**config.mk**
```make
export PLATFORM = sky130hd
export DESIGN_NAME = fwrl_cfg
export DESIGN_NICKNAME = d
export VERILOG_FILES = /design/src/rtl/core/fwrl_pkg.sv /design/src/rtl/core/fwrl_cfg.sv
export SDC_FILE = /design/constraint.sdc
export NUM_CORES = 1
export LEC_CHECK = 0
export BUFFER_PORTS_ARGS = -buffer_cell sky130_fd_sc_hd__buf_2
export CAP_MARGIN = 0
export CORE_MARGIN = 5
export CORE_UTILIZATION = 47
export DETAILED_ROUTE_END_ITERATION = 8
export GPL_TIMING_DRIVEN = 0
export PLACE_DENSITY_LB_ADDON = 0.2
export SLEW_MARGIN = 20
export SYNTH_ARGS = -nofsm -noshare
export SYNTH_HDL_FRONTEND = slang
export SYNTH_SLANG_ARGS = --single-unit
```
**constraint.sdc**
```tcl
create_clock -name i_clk -period 1.9 [get_ports i_clk]
set_input_delay 0.19 -clock i_clk [delete_from_list [all_inputs] [get_ports i_clk]]
set_output_delay 0.19 -clock i_clk [all_outputs]
set_load 0.1 [all_outputs]
```
**src/rtl/core/fwrl_pkg.sv**
```systemverilog
// Package with the types and constants shared by the rate limiter files.
`default_nettype none
package fwrl_pkg;

    localparam int unsigned DATA_W        = 32;
    localparam int unsigned WINDOW_W      = 16;
    localparam int unsigned APB_ADDR_W    = 3;
    localparam int unsigned APB_DATA_W    = 32;

    localparam logic [APB_ADDR_W-1:0] ADDR_REQUEST_LIMIT  = 3'd0;
    localparam logic [APB_ADDR_W-1:0] ADDR_WINDOW_SECONDS = 3'd4;

    localparam logic [DATA_W-1:0]   DEFAULT_LIMIT       = 32'd60;
    localparam logic [DATA_W-1:0]   COUNT_MAX           = 32'hFFFF_FFFF;
    localparam logic [DATA_W-1:0]   RESET_REQUEST_LIMIT = 32'd0;
    localparam logic [WINDOW_W-1:0] RESET_WINDOW        = 16'd60;

    typedef struct packed {
        logic [DATA_W-1:0]   request_limit;
        logic [WINDOW_W-1:0] window_seconds;
    } t_cfg;

    typedef struct packed {
        logic [DATA_W-1:0] address;
        logic [DATA_W-1:0] count;
        logic [DATA_W-1:0] win_begin;
    } t_entry;

endpackage
`default_nettype wire

```
**src/rtl/core/fwrl_cfg.sv**
```systemverilog
// APB configuration registers of the rate limiter.
`default_nettype none
module fwrl_cfg (
    input  wire logic                                i_clk,
    input  wire logic                                i_rst_n,
    input  wire logic                                psel,
    input  wire logic                                penable,
    input  wire logic                                pwrite,
    input  wire logic [fwrl_pkg::APB_ADDR_W-1:0]     paddr,
    input  wire logic [fwrl_pkg::APB_DATA_W-1:0]     pwdata,
    output logic      [fwrl_pkg::APB_DATA_W-1:0]     prdata,
    output logic                                     pready,
    output fwrl_pkg::t_cfg                           o_cfg
);

    fwrl_pkg::t_cfg r_cfg;
    logic           w_wr;

    assign pready = 1'b1;
    assign w_wr   = psel && penable && pwrite;
    assign o_cfg  = r_cfg;

    always_ff @(posedge i_clk) begin
        if (!i_rst_n) begin
            r_cfg.request_limit  <= fwrl_pkg::RESET_REQUEST_LIMIT;
            r_cfg.window_seconds <= fwrl_pkg::RESET_WINDOW;
        end else if (w_wr) begin
            case (paddr)
                fwrl_pkg::ADDR_REQUEST_LIMIT: begin
                    r_cfg.request_limit <= pwdata;
                end
                fwrl_pkg::ADDR_WINDOW_SECONDS: begin
                    r_cfg.window_seconds <= pwdata[fwrl_pkg::WINDOW_W-1:0];
                end
                default: begin
                end
            endcase
        end
    end

    always_comb begin
        case (paddr)
            fwrl_pkg::ADDR_REQUEST_LIMIT:  prdata = r_cfg.request_limit;
            fwrl_pkg::ADDR_WINDOW_SECONDS: prdata = {{(fwrl_pkg::APB_DATA_W -
                                                     fwrl_pkg::WINDOW_W){1'b0}},
                                                     r_cfg.window_seconds};
            default:                       prdata = '0;
        endcase
    end

endmodule
`default_nettype wire

```
; ---- After elaboration in Yosys (flattened, before gate mapping)
; Index checks and enable logic that the tools add are counted.
[totals]
inputBits = 40
ff_bits = 48
[op_classes]
mux = 1
n_eq_ne = 1
n_reduce_logical = 5
[ops]
columns = op, n
row1 = $pmux 32 s2, 1
row2 = $reduce_and 2->1, 2
row3 = $eq 3x3->1 const B, 1
row4 = $logic_not 3->1, 1
row5 = $logic_and 1x1->1, 2

; ---- Logic depth before layout (Yosys ltp)
; Gate-level depths: netlist (run 1).
[logic_depth]
ltp_word = 3
ltp_mapped = 5
mapped_depth_nobuf = 3

; ---- Worst setup path after synthesis (run 1)
; Ideal clock, no wire load.
[synth_timing]
path_type = register to output
startpoint = reg r_cfg, in the netlist o_cfg[16]
endpoint = out prdata[0] (netlist bit)
stages_incl_launch_ff = 2
t_arrival_ps = 1853
t_required_ps = 1710
slack_ps = -143
cell_sequence = dfxtp_1 -> a22o_1
[synth_between]
elab_chain_cells = 1
[synth_lines]
columns = item, line_no
row1 = "start, declared", fwrl_cfg.sv:16  ; fwrl_pkg::t_cfg r_cfg;
row2 = $pmux 32 s2, fwrl_cfg.sv:42  ; case (paddr)
row3 = "end, declared", fwrl_cfg.sv:11  ; output logic [fwrl_pkg::APB_DATA_W-1:0] prdata,
; Every way passes these cells.

; ---- Final worst setup path (run 1)
[layout_timing]
startpoint = in paddr[1] (netlist bit)
endpoint = out prdata[31] (netlist bit)
[layout_between]
elab_chain_cells = 2
word_cells_on_any_way = 3
classes_between = 1 x eq/ne / 1 x mux / 1 x reduce/logical
[layout_lines]
columns = item, line_no
row1 = "start, declared", fwrl_cfg.sv:9  ; input wire logic [fwrl_pkg::APB_ADDR_W-1:0] paddr,
row2 = $eq 3x3->1 / $logic_not 3->1 (equally long branches), fwrl_cfg.sv:42
row3 = $pmux 32 s2 (*), fwrl_cfg.sv:42
; Mark *: on every way between the ends. The rest lies on a longest branch, timed or not.

==> results.txt, run 1 <==
Area leader, netlist: dfxtp_1
Post-synthesis xor/xnor area fraction: 0%
CP Class: input port to primary output
CTS clk-pin slew, worst paths: 90 ps
Leak: 1.464 nW
Synthesized flop and latch total: 48
Finished Layout Cells: 417
Worst Hold Endpoint: o_cfg[47]
Simple-Gate Fraction of Synth Area: 20.83%
FF-to-FF path depth: 2
Multi-input gate area: 1107 sq um
Crit-path slowest cell: buf_2
Port bufs: 118
Slew margin rel.: 64.04%
Register Area: 960.9 sq um
Aggregate global-route resource usage: 19.56%
Min-Delay Path Class: input port to register
Final number of setup-violating endpoints: 0
H-Tree Depth: 2
Routed Antenna Nets: 0
Worst path most repeated cell: buf_2
Die footprint: 6087 sq um
Post-synthesis compound-gate area fraction: 7.825%
RSZ-0062 raised after global routing: false
Global-route wire length before repair: 9749 um
Main synth FF type: dfxtp_1
Vias: 2106
Placed cell count: 409
Tmin final: 1789 ps
TritonCTS clock tree: done
Number of global-route vias before repair: 1969
CP peak stage delay: 420 ps
Hold Path Depth: 3
Count leader, synth: nand2_1
Syn_nets: 279
Initial Utilization: 49.26%
Worst setup SP type: input port
Worst path required time: 1710 ps
Wirelength per Cell: 14.99 um
Synth cell count leaders: 76 x nand2_1, 48 x dfxtp_1, 44 x mux2i_1
Core Rows: 24
Maximum VDD drop: 0.4085 mV
Largest net degree at the start of global routing: 14
CTS Buffer Depth: 2
Register-to-register setup slack: 1240 ps
Cell Area, Synth: 2175 sq um
Crit-path max FO: 10
Root Driver: clkbuf_8
WP depth: 5
Routed wl met3: 516 um
WL met1: 2643 um
Synth warnings: 0
FF-to-FF End: o_cfg[5]
Number of synthesized flops with an enable pin: 0
Maximum capacitance violations: 0
Post-Route WL: 6250 um
Mux cell area share after synthesis: 20.25%
Hold path start: pwdata[31]
Ranking of synthesized cells by area: dfxtp_1 44%, mux2i_1 20%, nand2_1 13%
Largest register FFs: 48
Vias per std cell: 5.050
Fmax: 559.0 MHz
Hold slack: 128.9 ps
Final period util: 94.15%
Final hold viol count: 0
TritonRoute pass-1 iters: 4
Unique masters post-synth: 16
Buf+Inv Stages, Crit Path: 3
Vert. Die Dim: 78.02 um
Top-area cell type share of the netlist area: 44.19%
CTS Buf Count: 5
Critical Path, Cell by Cell: buf_2, nor3_4, clkbuf_1, and2_2, buf_2
Initial antenna violation count: 0
Nets: 404
Gate Count Post-Synth: 239
Outcome: completed
Kind of end point of the critical path: primary output
Detailed Route Iter0 Violations: 123
Dpl hpwl: 4646 um
Mapped Avg Cell Area: 9.099 sq um
Max Clock Skew: 0 ps
Critical path arrival: 1600 ps
Num ports: 121
Core ar.: 4414 sq um
Synth-to-Final Area Change: 36.36%
Worst path top cell family by delay: buffers and inverters
Async SR Flop Fraction: 0%
Die width: 78.02 um
DR top layer: met4
Inserted Diodes: 0
Final core occ: 67.18%
Max Slew Vio Count: 0
Gp weighted congestion: 0.7338
Met2 wire length: 2996 um
CTS Sinks: 48
Total gr overflow: 0
RR Startpoint: o_cfg[5]
Worst-Margin Slew: 539.4 ps
Filler instances: 393
Layout cell share with drive strength beyond 1: 46.30%
DRC errors left: 0
P per Cell Area: 640.3 nW/um^2
Post-Synth Adder-Cell Area: 0%
Post-cts hold buffer count: 0
Post-CTS Setup Bufs: 0
Combinational family with the most area after synthesis: simple AND/OR/NAND/NOR gates
Sequential element share of the synthesized area: 44.19%
Clock latency on the worst-skew pair: 290 ps
## metal layers
layer	track usage [%]	vias up
met5	0	-
met4	4.223	0
met3	5.034	10
met2	33.39	87
met1	24.93	969
li1	-	1040
## worst min-delay path, stage by stage
cell and delay [ps]:
buf_2 90, nand2_1 40, mux2i_1 60
## per-stage QoR
stage	power, W	setup TNS [ps]	instance area (sq um)	setup slack, ps
5_1_grt	0.001972	0	2965	38.84
2_1_floorplan	0.001217	0	2215	123.6
3_3_place_gp	0.001296	-1058	2870	-105.3
6_report	0.001899	0	2965	111.1
3_5_place_dp	0.001298	-1550	2870	-85.97
4_1_cts	0.001909	0	2963	11.00
## worst max-delay path by stage
stage | startpoint | to
after floorplan | o_cfg[16] | prdata[0]
after global placement | paddr[1] | prdata[2]
after detailed placement | paddr[1] | prdata[0]
after CTS | paddr[1] | prdata[0]
after global routing | paddr[1] | prdata[20]
final | paddr[1] | prdata[31]
## kinds of logic after synthesis
| group | after synthesis |
|---|---|
| multiplexers | 44 |
| flip-flops | 48 |
| AND/OR/NAND/NOR | 101 |
| other | 1 |
| buffers and inverters | 25 |
| AO/OA/AOI/OAI | 20 |
## what timing repair did
| action | CTS | global route |
|---|---|---|
| endpoints found under the hold margin | 0 | 0 |
| gates resized for setup | 2 | 4 |
| endpoints found under the setup margin | 20 | 16 |
## placed cells by master (no fill, tap or decap)
master,n
o211ai_1,4
nor3b_2,1
a22o_2,16
and3_1,1
buf_6,1
nor3_4,1
buf_4,3
nand2_1,76
and2_2,16
clkbuf_8,6
nand3_1,4
conb_1,1
inv_1,4
mux2i_1,44
and2_1,2
clkbuf_2,4
clkbuf_1,12
buf_8,3
dfxtp_1,48
buf_2,118
## power by group
| part | internal [W] | total, W | switching [W] |
|---|---|---|---|
| registers | 0.00101 | 0.00102 | 0.00000570 |
| logic | 0.0000671 | 0.000255 | 0.000188 |
| clock network | 0.000297 | 0.000625 | 0.000327 |
| total | 0.00138 | 0.00190 | 0.000521 |
## cell type report
| cell class | instances | area share, % |
|---|---|---|
| Buffer | 21 | 4.599 |
| Sequential cell | 48 | 32.41 |
| Multi-Input combinational cell | 166 | 37.34 |
| Inverter | 4 | 0.5063 |
| Timing Repair Buffer | 118 | 19.92 |
| Tap cell | 52 | 2.194 |
| Clock buffer | 8 | 3.038 |
Note: power is estimated with default switching activity, not from simulation.
==> run 2, diff against run 1 <==
--- a/config.mk
+++ b/config.mk
@@ -14,2 +14,3 @@
 export PLACE_DENSITY_LB_ADDON = 0.2
+export SKIP_LAST_GASP = 1
 export SLEW_MARGIN = 20
==> constraint.sdc (replaced) <==
create_clock -name i_clk -period 1.9 [get_ports i_clk]
set_input_delay 0.285 -clock i_clk [delete_from_list [all_inputs] [get_ports i_clk]]
set_output_delay 0.285 -clock i_clk [all_outputs]
set_load 0.1 [all_outputs]
==> run 2 against run 1 <==
Count of clock-buffer cells in the layout did not move. Via count fell by 0.19%. Utilization is 1.8 points higher. Wire length up 0.75%. Power is 0.15% lower. Largest power group unchanged. First-iteration DRC count shrank 4.1%. Worst setup slack got worse by 43 ps. Clock power fell by 1%. Cell area is 2.7% higher. Die area did not move. Global-route usage increased by 0.24 points. Non-clock buffer count did not move.
==> results.txt, run 2 (synthesized netlist as in run 1, its figures left out) <==
CTS Buf Count: 5
Leak: 1.462 nW
Max Slew Vio Count: 0
CTS Sinks: 48
Slew margin rel.: 64.86%
Worst Hold Endpoint: o_cfg[37]
Number of global-route vias before repair: 2016
CP Class: input port to primary output
Aggregate global-route resource usage: 19.79%
Final period util: 96.42%
CP peak stage delay: 340 ps
Finished Layout Cells: 417
Met2 wire length: 3103 um
Crit-path max FO: 10
Clock latency on the worst-skew pair: 290 ps
TritonRoute pass-1 iters: 4
Wirelength per Cell: 15.10 um
Gp weighted congestion: 0.7338
TritonCTS clock tree: done
Worst-Margin Slew: 527.1 ps
H-Tree Depth: 2
FF-to-FF End: o_cfg[5]
Register-to-register setup slack: 1250 ps
Routed Antenna Nets: 0
Hold path start: pwdata[21]
CTS Buffer Depth: 2
Vias: 2102
Worst setup margin: 67.98 ps
Hold Path Depth: 3
Max Clock Skew: 0 ps
Largest net degree at the start of global routing: 14
Total gr overflow: 0
Detailed Route Iter0 Violations: 118
Most frequent cells in the layout: 86 x buf_2, 76 x nand2_1, 48 x dfxtp_1
Layout cell share with drive strength beyond 1: 46.58%
WL met1: 2692 um
P per Cell Area: 622.2 nW/um^2
RR Startpoint: o_cfg[5]
Port bufs: 118
Kind of end point of the critical path: primary output
Critical Path, Cell by Cell: buf_2, nor3_4, clkbuf_2, a22o_2, clkbuf_4
Routed wl met3: 442 um
Outcome: completed
Buf+Inv Stages, Crit Path: 3
Die width: 78.02 um
CTS clk-pin slew, worst paths: 80 ps
Post-Route WL: 6297 um
Die footprint: 6087 sq um
PnR Total Power: 0.001896 W
Min-Delay Path Class: input port to register
Placed cell count: 409
Fmax: 545.8 MHz
Synth-to-Final Area Change: 40.10%
Vias per std cell: 5.041
DRC errors left: 0
Crit-path slowest cell: clkbuf_2
FF-to-FF path depth: 2
RSZ-0062 raised after global routing: false
Core Rows: 24
Core ar.: 4414 sq um
Vert. Die Dim: 78.02 um
Maximum capacitance violations: 0
Worst path top cell family by delay: buffers and inverters
Worst setup SP type: input port
Post-CTS Setup Bufs: 0
Nets: 404
Final hold viol count: 0
Initial antenna violation count: 0
Worst path required time: 1620 ps
Dpl hpwl: 4646 um
Commonest non-fill, non-tap cell in the layout: buf_2
DP Worst Slack: -276.0 ps
Global-route wire length before repair: 9873 um
DR top layer: met4
Root Driver: clkbuf_8
Largest register FFs: 48
Maximum VDD drop: 0.4075 mV
Initial Utilization: 49.26%
Num ports: 121
Final number of setup-violating endpoints: 0
Tmin final: 1832 ps
Inserted Diodes: 0
Critical path arrival: 1550 ps
## run 2: changes by cell type in the layout (fill, tap and decap cells not counted), sizes merged
cell,change
clkbuf,+3
buf,-3
## run 2: worst max-delay path by stage
stage	slack (ps)	end	startpoint	cells after the start
6_report	70	prdata[0]	paddr[1]	5
3_3_place_gp	-300	prdata[2]	paddr[1]	5
4_1_cts	-40	prdata[0]	paddr[1]	5
5_1_grt	0.09	prdata[0]	paddr[1]	5
3_5_place_dp	-280	prdata[0]	paddr[1]	5
2_1_floorplan	30	prdata[0]	o_cfg[16]	1
## run 2: tightest hold or removal path: stages
cell,delay (ps)
buf_2,100
nand2_1,40
mux2i_1,50
## run 2: per-layer routing
metal | GRT usage [%] | up-vias
li1 | - | 1041
met1 | 24.86 | 975
met2 | 33.97 | 80
met3 | 5.149 | 6
met4 | 4.730 | 0
met5 | 0 | -
## run 2: cell type report
class | instances | area [sq um]
inverters | 4 | 15.01
clock buffers | 8 | 90.09
fillers | 378 | 1368
flip-flops and latches | 48 | 960.9
well taps | 52 | 65.06
multi-input cells | 166 | 1107
plain buffers | 21 | 137.6
repair buffers | 118 | 670.6
## run 2: what timing repair did
item / in CTS / in global routing
endpoints found under the setup margin: 32 / 12
hold buffers: 0 / 0
gates resized for setup: 33 / 5
endpoints found under the hold margin: 0 / 0
## run 2: per-stage QoR
stage	hold WS, ps	TNS [ps]	utilization, %	instance area, sq um
after global routing	215.8	0	69.02	3047
after detailed placement	458.5	-6337	65.02	2870
after floorplan	427.2	0	-	2215
after CTS	218.6	-43.33	68.82	3038
final	226.5	0	69.02	3047
after global placement	449.2	-5795	65.02	2870
## run 2: power breakdown
part | leakage, nW | internal [W] | switching, W
registers | 0.387 | 0.00101 | 0.00000567
logic | 1.03 | 0.0000700 | 0.000188
clock network | 0.0455 | 0.000297 | 0.000322
total | 1.46 | 0.00138 | 0.000516
